[config.mk]
export PLATFORM = sky130hd
export DESIGN_NAME = cbor_item_skip_validator
export DESIGN_NICKNAME = d
export VERILOG_FILES = /design/src/rtl/core/cisv_pkg.sv /design/src/rtl/core/cisv_stack.sv /design/src/rtl/core/cisv_core.sv /design/src/rtl/core/cbor_item_skip_validator.sv
export SDC_FILE = /design/constraint.sdc
export NUM_CORES = 2
export LEC_CHECK = 0
export ABC_AREA = 1
export BUFFER_PORTS_ARGS = -buffer_cell sky130_fd_sc_hd__buf_4
export CORE_MARGIN = 2
export CORE_UTILIZATION = 60
export CTS_BUF_LIST = sky130_fd_sc_hd__clkbuf_4
export DETAILED_ROUTE_END_ITERATION = 7
export PLACE_DENSITY = 0.72
export SLEW_MARGIN = 40
export SYNTH_ARGS = -nofsm -noshare
export SYNTH_HDL_FRONTEND = slang
export SYNTH_SLANG_ARGS = --single-unit
export TNS_END_PERCENT = 30
[constraint.sdc]
create_clock -name clk -period 6.8 [get_ports clk]
set_input_delay 0.68 -clock clk [delete_from_list [all_inputs] [get_ports clk]]
set_output_delay 0.68 -clock clk [all_outputs]
set_load 0.02 [all_outputs]
[src/rtl/core/cisv_pkg.sv]
// shared types, codes and sizes for the cbor item skip validator
// no dependencies; imported by every module under rtl/core
package cisv_pkg;

  localparam int STACK_DEPTH = 8;
  localparam int LEVEL_W     = $clog2(STACK_DEPTH + 1);
  localparam int IDX_W       = (STACK_DEPTH > 1) ? $clog2(STACK_DEPTH) : 1;
  localparam int COUNT_W     = 64;
  localparam int LEN_W       = 32;
  localparam int LIMIT_W     = 4;
  localparam int CMP_W       = (LEVEL_W > LIMIT_W) ? LEVEL_W : LIMIT_W;

  localparam logic [LIMIT_W-1:0] DEPTH_LIMIT_RST = 4'd8;

  // major types
  localparam logic [2:0] MAJ_BSTR   = 3'd2;
  localparam logic [2:0] MAJ_TSTR   = 3'd3;
  localparam logic [2:0] MAJ_ARRAY  = 3'd4;
  localparam logic [2:0] MAJ_MAP    = 3'd5;
  localparam logic [2:0] MAJ_TAG    = 3'd6;
  localparam logic [2:0] MAJ_SIMPLE = 3'd7;

  // additional info codes
  localparam logic [4:0] AI_ARG1      = 5'd24;
  localparam logic [4:0] AI_ARG8      = 5'd27;
  localparam logic [4:0] AI_SIMPLE_LO = 5'd20;
  localparam logic [4:0] AI_SIMPLE_HI = 5'd23;

  typedef enum logic [1:0] {
    ST_INCOMPLETE = 2'd0,
    ST_DONE       = 2'd1,
    ST_ERROR      = 2'd2
  } status_t;

  typedef enum logic [2:0] {
    ERR_NONE     = 3'd0,
    ERR_MAJOR    = 3'd1,
    ERR_RESERVED = 3'd2,
    ERR_DEEP     = 3'd3,
    ERR_TRUNC    = 3'd4
  } err_t;

  typedef enum logic [2:0] {
    PH_HEAD    = 3'b001,
    PH_ARG     = 3'b010,
    PH_PAYLOAD = 3'b100
  } phase_t;

  // core to stack
  typedef struct packed {
    logic               clear;
    logic               pop;
    logic               push;
    logic               push_map;
    logic [COUNT_W-1:0] push_count;
  } stack_cmd_t;

  // stack to core
  typedef struct packed {
    logic [LEVEL_W-1:0] level;
    logic               top_done;
  } stack_stat_t;

endpackage

[src/rtl/core/cisv_stack.sv]
// nesting stack with a combinational pop cascade over all entries
// depends on cisv_pkg
module cisv_stack import cisv_pkg::*; (
  input  logic        clk,
  input  logic        rst,
  input  logic        commit,
  input  stack_cmd_t  cmd,
  output stack_stat_t stat
);

  logic [LEVEL_W-1:0] level;
  logic [COUNT_W-1:0] count [STACK_DEPTH];
  logic               due   [STACK_DEPTH];
  logic               is_map[STACK_DEPTH];

  logic [STACK_DEPTH-1:0] stop;
  logic [IDX_W-1:0]       sel;
  logic                   found;
  logic                   sel_toggle;

  // an entry stops the cascade if it only flips to its value half or keeps elements
  always_comb begin
    for (int i = 0; i < STACK_DEPTH; i++) begin
      stop[i] = (is_map[i] && !due[i]) || (count[i] != COUNT_W'(1));
    end
  end

  // deepest live entry that stops the cascade
  always_comb begin
    found = 1'b0;
    sel   = '0;
    for (int i = 0; i < STACK_DEPTH; i++) begin
      if ((LEVEL_W'(i) < level) && stop[i]) begin
        found = 1'b1;
        sel   = IDX_W'(i);
      end
    end
  end

  assign sel_toggle    = is_map[sel] && !due[sel];
  assign stat.level    = level;
  assign stat.top_done = !found;

  always_ff @(posedge clk) begin
    if (rst) begin
      level <= '0;
    end else if (commit) begin
      if (cmd.clear) begin
        level <= '0;
      end else if (cmd.push) begin
        level <= level + LEVEL_W'(1);
      end else if (cmd.pop) begin
        level <= found ? (LEVEL_W'(sel) + LEVEL_W'(1)) : '0;
      end
    end
  end

  always_ff @(posedge clk) begin
    if (commit && cmd.push) begin
      count[level[IDX_W-1:0]]  <= cmd.push_count;
      due[level[IDX_W-1:0]]    <= 1'b0;
      is_map[level[IDX_W-1:0]] <= cmd.push_map;
    end else if (commit && cmd.pop && found) begin
      if (sel_toggle) begin
        due[sel] <= 1'b1;
      end else begin
        due[sel]   <= 1'b0;
        count[sel] <= count[sel] - COUNT_W'(1);
      end
    end
  end

  a_level_bound: assert property (@(posedge clk) disable iff (rst)
    level <= LEVEL_W'(STACK_DEPTH))
    else $error("nesting level past stack depth");

  a_push_pop_excl: assert property (@(posedge clk) disable iff (rst)
    commit |-> !(cmd.push && cmd.pop))
    else $error("push and pop in the same request");

  a_push_grows: assert property (@(posedge clk) disable iff (rst)
    (commit && cmd.push && !cmd.clear) |=> level == $past(level) + LEVEL_W'(1))
    else $error("push did not raise the level");

endmodule

[src/rtl/core/cisv_core.sv]
// head decoder, argument and payload tracking, per-byte status
// depends on cisv_pkg; drives cisv_stack through stack_cmd_t
module cisv_core import cisv_pkg::*; (
  input  logic               clk,
  input  logic               rst,
  input  logic               commit,
  input  logic [7:0]         data_byte,
  input  logic               end_of_buffer,
  input  logic [LIMIT_W-1:0] depth_limit,
  input  stack_stat_t        stat,
  output stack_cmd_t         cmd,
  output status_t            status,
  output err_t               error_kind,
  output logic [LEN_W-1:0]   item_length
);

  phase_t             phase, phase_next;
  logic [2:0]         head_major, head_major_next;
  logic [3:0]         arg_left, arg_left_next;
  logic [63:0]        arg_value, arg_value_next;
  logic [COUNT_W-1:0] payload_left, payload_left_next;
  logic [LEN_W-1:0]   byte_count, byte_count_next;

  logic [2:0]         major_b;
  logic [4:0]         ai;
  logic [63:0]        av;
  logic [3:0]         left_dec;
  logic [COUNT_W-1:0] pl_dec;
  logic               hd_req;
  logic [63:0]        hd_v;
  logic [2:0]         hd_major;
  logic               elem_req;
  logic               done;
  logic               deep;
  logic               final_byte;
  err_t               err;

  assign major_b = data_byte[7:5];
  assign ai      = data_byte[4:0];
  assign av      = {arg_value[55:0], data_byte};
  assign left_dec = (arg_left != 4'd0) ? (arg_left - 4'd1) : 4'd0;
  assign pl_dec   = (payload_left != '0) ? (payload_left - COUNT_W'(1)) : '0;

  // level limit is the smaller of the register and the stack size
  assign deep = (CMP_W'(stat.level) >= CMP_W'(depth_limit)) ||
                (CMP_W'(stat.level) >= CMP_W'(STACK_DEPTH));

  always_comb begin
    phase_next        = phase;
    head_major_next   = head_major;
    arg_left_next     = arg_left;
    arg_value_next    = arg_value;
    payload_left_next = payload_left;
    byte_count_next   = (byte_count != '1) ? (byte_count + LEN_W'(1)) : byte_count;
    cmd               = '0;
    err               = ERR_NONE;
    hd_req            = 1'b0;
    hd_v              = '0;
    hd_major          = head_major;
    elem_req          = 1'b0;
    done              = 1'b0;

    case (phase)
      PH_HEAD: begin
        head_major_next = major_b;
        hd_major        = major_b;
        if (major_b == MAJ_TAG) begin
          err = ERR_MAJOR;
        end else if (major_b == MAJ_SIMPLE) begin
          if (ai >= AI_SIMPLE_LO && ai <= AI_SIMPLE_HI) begin
            elem_req = 1'b1;
          end else begin
            err = ERR_MAJOR;
          end
        end else if (ai < AI_ARG1) begin
          hd_req = 1'b1;
          hd_v   = 64'(ai);
        end else if (ai <= AI_ARG8) begin
          // 1, 2, 4 or 8 argument bytes
          arg_left_next  = 4'd1 << ai[1:0];
          arg_value_next = '0;
          phase_next     = PH_ARG;
        end else begin
          err = ERR_RESERVED;
        end
      end
      PH_ARG: begin
        arg_value_next = av;
        arg_left_next  = left_dec;
        if (left_dec == 4'd0) begin
          hd_req = 1'b1;
          hd_v   = av;
        end
      end
      PH_PAYLOAD: begin
        payload_left_next = pl_dec;
        if (pl_dec == '0) begin
          elem_req = 1'b1;
        end
      end
      default: begin
        phase_next = PH_HEAD;
      end
    endcase

    // head complete with argument hd_v
    if (hd_req) begin
      case (hd_major)
        MAJ_BSTR, MAJ_TSTR: begin
          if (hd_v != '0) begin
            payload_left_next = hd_v;
            phase_next        = PH_PAYLOAD;
          end else begin
            elem_req = 1'b1;
          end
        end
        MAJ_ARRAY, MAJ_MAP: begin
          if (hd_v != '0) begin
            if (deep) begin
              err = ERR_DEEP;
            end else begin
              cmd.push       = 1'b1;
              cmd.push_map   = (hd_major == MAJ_MAP);
              cmd.push_count = hd_v;
              phase_next     = PH_HEAD;
            end
          end else begin
            elem_req = 1'b1;
          end
        end
        default: begin
          elem_req = 1'b1;
        end
      endcase
    end

    if (elem_req) begin
      phase_next = PH_HEAD;
      cmd.pop    = 1'b1;
      done       = stat.top_done;
    end

    if (err == ERR_NONE && !done && end_of_buffer) begin
      err = ERR_TRUNC;
    end

    final_byte = (err != ERR_NONE) || done;
    cmd.clear  = final_byte;
    if (final_byte) begin
      phase_next        = PH_HEAD;
      head_major_next   = '0;
      arg_left_next     = '0;
      arg_value_next    = '0;
      payload_left_next = '0;
      byte_count_next   = '0;
    end
  end

  assign status      = (err != ERR_NONE) ? ST_ERROR : (done ? ST_DONE : ST_INCOMPLETE);
  assign error_kind  = err;
  assign item_length = (byte_count != '1) ? (byte_count + LEN_W'(1)) : byte_count;

  always_ff @(posedge clk) begin
    if (rst) begin
      phase        <= PH_HEAD;
      head_major   <= '0;
      arg_left     <= '0;
      arg_value    <= '0;
      payload_left <= '0;
      byte_count   <= '0;
    end else if (commit) begin
      phase        <= phase_next;
      head_major   <= head_major_next;
      arg_left     <= arg_left_next;
      arg_value    <= arg_value_next;
      payload_left <= payload_left_next;
      byte_count   <= byte_count_next;
    end
  end

endmodule

[src/rtl/core/cbor_item_skip_validator.sv]
// top level of the cbor item skip validator: input register, core, result register
// depends on cisv_pkg, cisv_stack and cisv_core
//
//  channel  | direction | handshake               | payload
//  ---------+-----------+-------------------------+---------------------------------------
//  s_axis   | in        | s_axis_tvalid/tready    | tdata[7:0] data_byte, tlast end_of_buffer
//  m_axis   | out       | m_axis_tvalid/tready    | tdata[31:0] item_length,
//           |           |                         | tuser[1:0] status, tuser[4:2] error_kind
//  cfg      | in        | cfg_valid/cfg_ready     | cfg_data[3:0] depth_limit
//
// one byte per cycle sustained while m_axis accepts; results go out from the result register
// the byte is evaluated combinationally between the input register and the result register,
// including the stack pop cascade, so state is ready for the next byte right away
// rst clears all control state and sets depth_limit to 8; stack entries keep no reset
// when m_axis stalls, the input register holds one byte and s_axis_tready drops
// cfg_ready is always high; a write takes effect on the next byte evaluated
module cbor_item_skip_validator import cisv_pkg::*; (
  input  logic               clk,
  input  logic               rst,
  input  logic               s_axis_tvalid,
  output logic               s_axis_tready,
  input  logic [7:0]         s_axis_tdata,   // [7:0] data_byte
  input  logic               s_axis_tlast,
  output logic               m_axis_tvalid,
  input  logic               m_axis_tready,
  output logic [LEN_W-1:0]   m_axis_tdata,   // [31:0] item_length
  output logic [4:0]         m_axis_tuser,   // [1:0] status, [4:2] error_kind
  input  logic               cfg_valid,
  output logic               cfg_ready,
  input  logic [LIMIT_W-1:0] cfg_data        // [3:0] depth_limit
);

  // input register
  logic       in_valid;
  logic [7:0] in_byte;
  logic       in_last;

  // result register
  logic             out_valid;
  status_t          out_status;
  err_t             out_err;
  logic [LEN_W-1:0] out_len;

  logic [LIMIT_W-1:0] depth_limit;

  logic             fire;
  stack_cmd_t       cmd;
  stack_stat_t      stat;
  status_t          c_status;
  err_t             c_err;
  logic [LEN_W-1:0] c_len;

  // evaluate a byte when the result register is free or being drained
  assign fire          = in_valid && (!out_valid || m_axis_tready);
  assign s_axis_tready = !in_valid || fire;
  assign cfg_ready     = 1'b1;

  always_ff @(posedge clk) begin
    if (rst) begin
      depth_limit <= DEPTH_LIMIT_RST;
    end else if (cfg_valid) begin
      depth_limit <= cfg_data;
    end
  end

  always_ff @(posedge clk) begin
    if (rst) begin
      in_valid <= 1'b0;
    end else if (s_axis_tready) begin
      in_valid <= s_axis_tvalid;
    end
  end

  always_ff @(posedge clk) begin
    if (s_axis_tready && s_axis_tvalid) begin
      in_byte <= s_axis_tdata;
      in_last <= s_axis_tlast;
    end
  end

  cisv_core u_core (
    .clk           (clk),
    .rst           (rst),
    .commit        (fire),
    .data_byte     (in_byte),
    .end_of_buffer (in_last),
    .depth_limit   (depth_limit),
    .stat          (stat),
    .cmd           (cmd),
    .status        (c_status),
    .error_kind    (c_err),
    .item_length   (c_len)
  );

  cisv_stack u_stack (
    .clk    (clk),
    .rst    (rst),
    .commit (fire),
    .cmd    (cmd),
    .stat   (stat)
  );

  always_ff @(posedge clk) begin
    if (rst) begin
      out_valid <= 1'b0;
    end else if (fire) begin
      out_valid <= 1'b1;
    end else if (m_axis_tready) begin
      out_valid <= 1'b0;
    end
  end

  always_ff @(posedge clk) begin
    if (fire) begin
      out_status <= c_status;
      out_err    <= c_err;
      out_len    <= c_len;
    end
  end

  assign m_axis_tvalid = out_valid;
  assign m_axis_tdata  = out_len;
  assign m_axis_tuser  = {out_err, out_status};

  // error code present exactly on error results
  a_err_consistent: assert property (@(posedge clk) disable iff (rst)
    out_valid |-> ((out_status == ST_ERROR) == (out_err != ERR_NONE)))
    else $error("status and error kind disagree");

  // an item's first byte reports length one
  a_len_restart: assert property (@(posedge clk) disable iff (rst)
    (fire && c_status != ST_INCOMPLETE) ##1 fire |-> c_len == LEN_W'(1))
    else $error("length not restarted after item end");

  // a held input byte is not lost while the result side stalls
  a_in_hold: assert property (@(posedge clk) disable iff (rst)
    (in_valid && !fire) |=> (in_valid && $stable(in_byte) && $stable(in_last)))
    else $error("stalled input byte overwritten");

endmodule

==> summary.txt <==
Layout
  – Fillers: slightly below 6000
  – Final instance area: 0.0453 mm²
  – Final non-filler cell total: around 6500
  – Fraction of layout cells with a size suffix above 1: 0.0897
  – Area growth syn-to-layout: 9.34%
  – Post-layout util: 0.662
  – Final nets: 5459

Yosys
  – Top_reg_cell synth: edfxtp_1
  – Top cell type's share of synthesized area: 0.416
  – Syn_area_per_cell: roughly 7.8 µm²
  – Register bit total from synthesis: 746
  – Syn Nets: 5378
  – Yosys top cell by area: edfxtp_1
  – YS warnings: 0
  – Asr flop ratio synth: 0
  – Syn Inst Count: between 5000 and 6000
  – Netlist cell types: 57
  – Number of enable flip-flop cells after synthesis: 574
  – Post-Syn Area: 0.0415 mm²
  – Top cells by area, synth: edfxtp_1, nand2_1, nand3_1, dfxtp_1, inv_1
  – Sequential fraction of the synthesis area: 0.499

Routing
  – Iter 0 DRT Violations: about 4800
  – Drt pass-1 iters: 8
  – Vias per cell: between 5 and 6
  – Via count: 38200
  – Final WL: 136 mm
  – WL/cell: about 21 µm
  – ANT nets after route: 0
  – DRC viols: 0

Timing
  – Clock Skew: between 0.09 and 0.1 ns
  – Pin slew with the least headroom to its limit: ~1.2 ns
  – Highest Clock Rate: between 150 and 200 MHz
  – Final hold vios: 0
  – Tcrit/Tclk final: 0.898
  – Setup slack after layout: between 0.6 and 0.7 ns
  – Hold WS: 0.314 ns
  – Post-route minimum period: a little over 6 ns
  – Slew Limit Fails: 0
  – # setup viols final: 0
  – RSZ-0062 raised after global routing: false
  – Slew margin rel.: 0.177
  – Final setup TNS: 0 ns

CTS
  – Clk sinks: around 750
  – Root Buffer: clkbuf_4
  – Hold-fix buffers, CTS: 21
  – CTS tree: built
  – Setup bufs post-CTS: 0
  – Clock transition at path regs: roughly 0.08 ns
  – Clock Latency Late Sink: ~1.1 ns
  – Inserted Clock Buffers: between 150 and 200
  – Post_cts resized: 0
  – CTS H-tree depth: 4
  – Clk buf depth: 3

Pwr
  – Max rail drop VDD: approximately 0.4 mV
  – Sw frac: 0.394
  – Leakage: 19.2 nW
  – Logic pwr share: 0.329
  – Internal: 8.19 mW
  – Total power draw: roughly 14 mW
  – Power Density: 298 mW/mm²
  – Power share of the clock group: 0.293
  – Switching pwr: 5.33 mW
  – Sequential share of power: 0.378

Place
  – Placed cells: just over 6000
  – Routability cong.: 1.04
  – Placed Area: around 0.043 mm²
  – Number of port buffers: 56
  – Pre-CTS setup slack: about 0.97 ns
  – Hpwl dp: about 94 mm

Hold path
  – Hold_sp: s_axis_tdata[5]
  – HP Class: in -> reg

Worst setup path
  – WP data required: between 7 and 8 ns
  – R2R Path Start: u_stack.count[7][19]$_DFFE_PP_
  – Crit. Startpoint: u_stack.count[7][19]$_DFFE_PP_
  – Critical Path End Type: flip-flop
  – Crit-path max FO: roughly 170
  – Startpoint Class: flip-flop
  – Arr. time, crit path: around 6.9 ns
  – WS Path Type: reg -> reg

Global route
  – First-pass GRT wire length: roughly 200 mm
  – Initial antenna violation count: 2
  – Vias in the first global route: ~35000
  – GRT overflow: 0
  – Gr usage total: 0.381
  – Largest net degree at the start of global routing: around 170

Die
  – Top Ports: 58
  – Rows: 96
  – Die Area: ~0.07 mm²
  – Die Ht: 267 µm
  – Total core area: slightly below 0.07 mm²
  – Die W: around 270 µm
  – Starting Density: 0.606

Job
  – Max-cap viol count: 0

Run status
  – Run status: finished clean
==> worst paths after layout <==
kind / cells past startpoint / endpoint / slack [ns]
hold reg to reg: 2 / u_core.head_major[0]$_SDFFE_PP0P_ / 0.47
setup reg to reg: 21 / u_stack.count[7][30]$_DFFE_PP_ / 0.69
hold / removal: 2 / in_byte[5]$_DFFE_PP_ / 0.31
setup / recovery: 21 / u_stack.count[7][30]$_DFFE_PP_ / 0.69
==> cell usage after synthesis (9+ instances only) <==
library cell / n
a211oi_1: 18
a21oi_1: 124
buf_1: 13
buf_2: 89
buf_4: 14
buf_6: 9
clkbuf_1: 123
dfxtp_1: 172
edfxtp_1: 574
ha_1: 10
inv_1: 707
inv_2: 25
nand2_1: 1368
nand3_1: 710
nand3b_1: 86
nand4_1: 114
nor2_1: 618
nor2_2: 20
nor3_1: 97
nor4_1: 45
o211ai_1: 16
o21ai_0: 157
o21ai_1: 52
o221ai_1: 48
o22ai_1: 10
or2_2: 9
xnor2_1: 22
xor2_1: 35
==> per-layer routing <==
layer  GRT usage  vias to the layer above  share of wire
li1            -                    18000              -
met1       0.526                    17700           0.41
met2       0.590                     2185           0.45
met3      0.0705                      283           0.10
met4       0.163                        2          0.039
met5           0                        -        0.00011
==> flip-flops by register name, summed over array words and instances, names as in the netlist, 8 cells and up <==
name                 cells
in_byte                  8
m_axis_tdata            32
u_core.arg_value        56
u_core.byte_count       32
u_core.payload_left     64
u_stack.count          512
u_stack.due              8
u_stack.is_map           8
==> placed cells by master, fill, tap and decap left out, types with 95 or more instances in the layout <==
| cell type | Yosys | final |
|---|---|---|
| edfxtp_1 | 574 | 574 |
| nand2_1 | 1368 | 1363 |
| buf_4 | 14 | 96 |
| o21ai_0 | 157 | 150 |
| clkbuf_4 | 0 | 257 |
| nand4_1 | 114 | 114 |
| nor3_1 | 97 | 95 |
| a21oi_1 | 124 | 124 |
| inv_1 | 707 | 705 |
| nor2_1 | 618 | 610 |
| dfxtp_1 | 172 | 172 |
| nand3_1 | 710 | 710 |
==> critical path, stage by stage, from the launching register on <==
cell	delay (ns)
edfxtp_1	0.36
inv_1	0.09
nand4_1	0.11
nor2_1	0.25
nand3_1	0.11
nor3_1	0.49
nand4_1	0.25
nand2_4	0.15
buf_12	0.38
nand2_4	0.15
inv_1	0.48
nand2_1	0.10
nand3_1	0.09
nand3_1	0.07
nand2_1	0.13
ha_1	0.24
nand2_1	0.11
nor3_1	0.33
nand3_1	0.31
nor2_1	0.49
o21ai_0	0.17
o21ai_1	0.47
==> power by group through the flow <==
stage / logic [mW] / clock network, mW / registers, mW
after floorplan: 3.07 / 0 / 5.20
after global placement: 4.26 / 0 / 5.21
after detailed placement: 4.28 / 0 / 5.21
after CTS: 4.32 / 4.01 / 5.11
after global routing: 4.86 / 4.22 / 5.12
final: 4.44 / 3.96 / 5.11
==> cells by family (layout without fill, tap and decap cells) <==
logic type	count (synthesis)	in the layout	synth area share
other	1	2	0.0000904
adders and majority gates	10	10	0.00302
xor gates and xnor gates	57	57	0.0120
and+or+nand+nor	3099	3099	0.328
buffers and inverters	985	1220	0.0947
muxes	1	1	0.000241
DFF	746	746	0.499
AOI/OAI and AO/OA	451	451	0.0629
==> final cells by class <==
class,instances,area (µm²),area share
Sequential cell,746,20700,0.456
Multi-Input combinational cell,3619,17000,0.375
Inverter,737,2780,0.0612
Clock buffer,257,1930,0.0426
Timing Repair Buffer,135,1280,0.0283
Tap cell,882,1100,0.0243
Clock inverter,91,561,0.0124
Antenna cell,1,2.50,0.0000552
No activity file was read; power rests on OpenSTA's default activity.
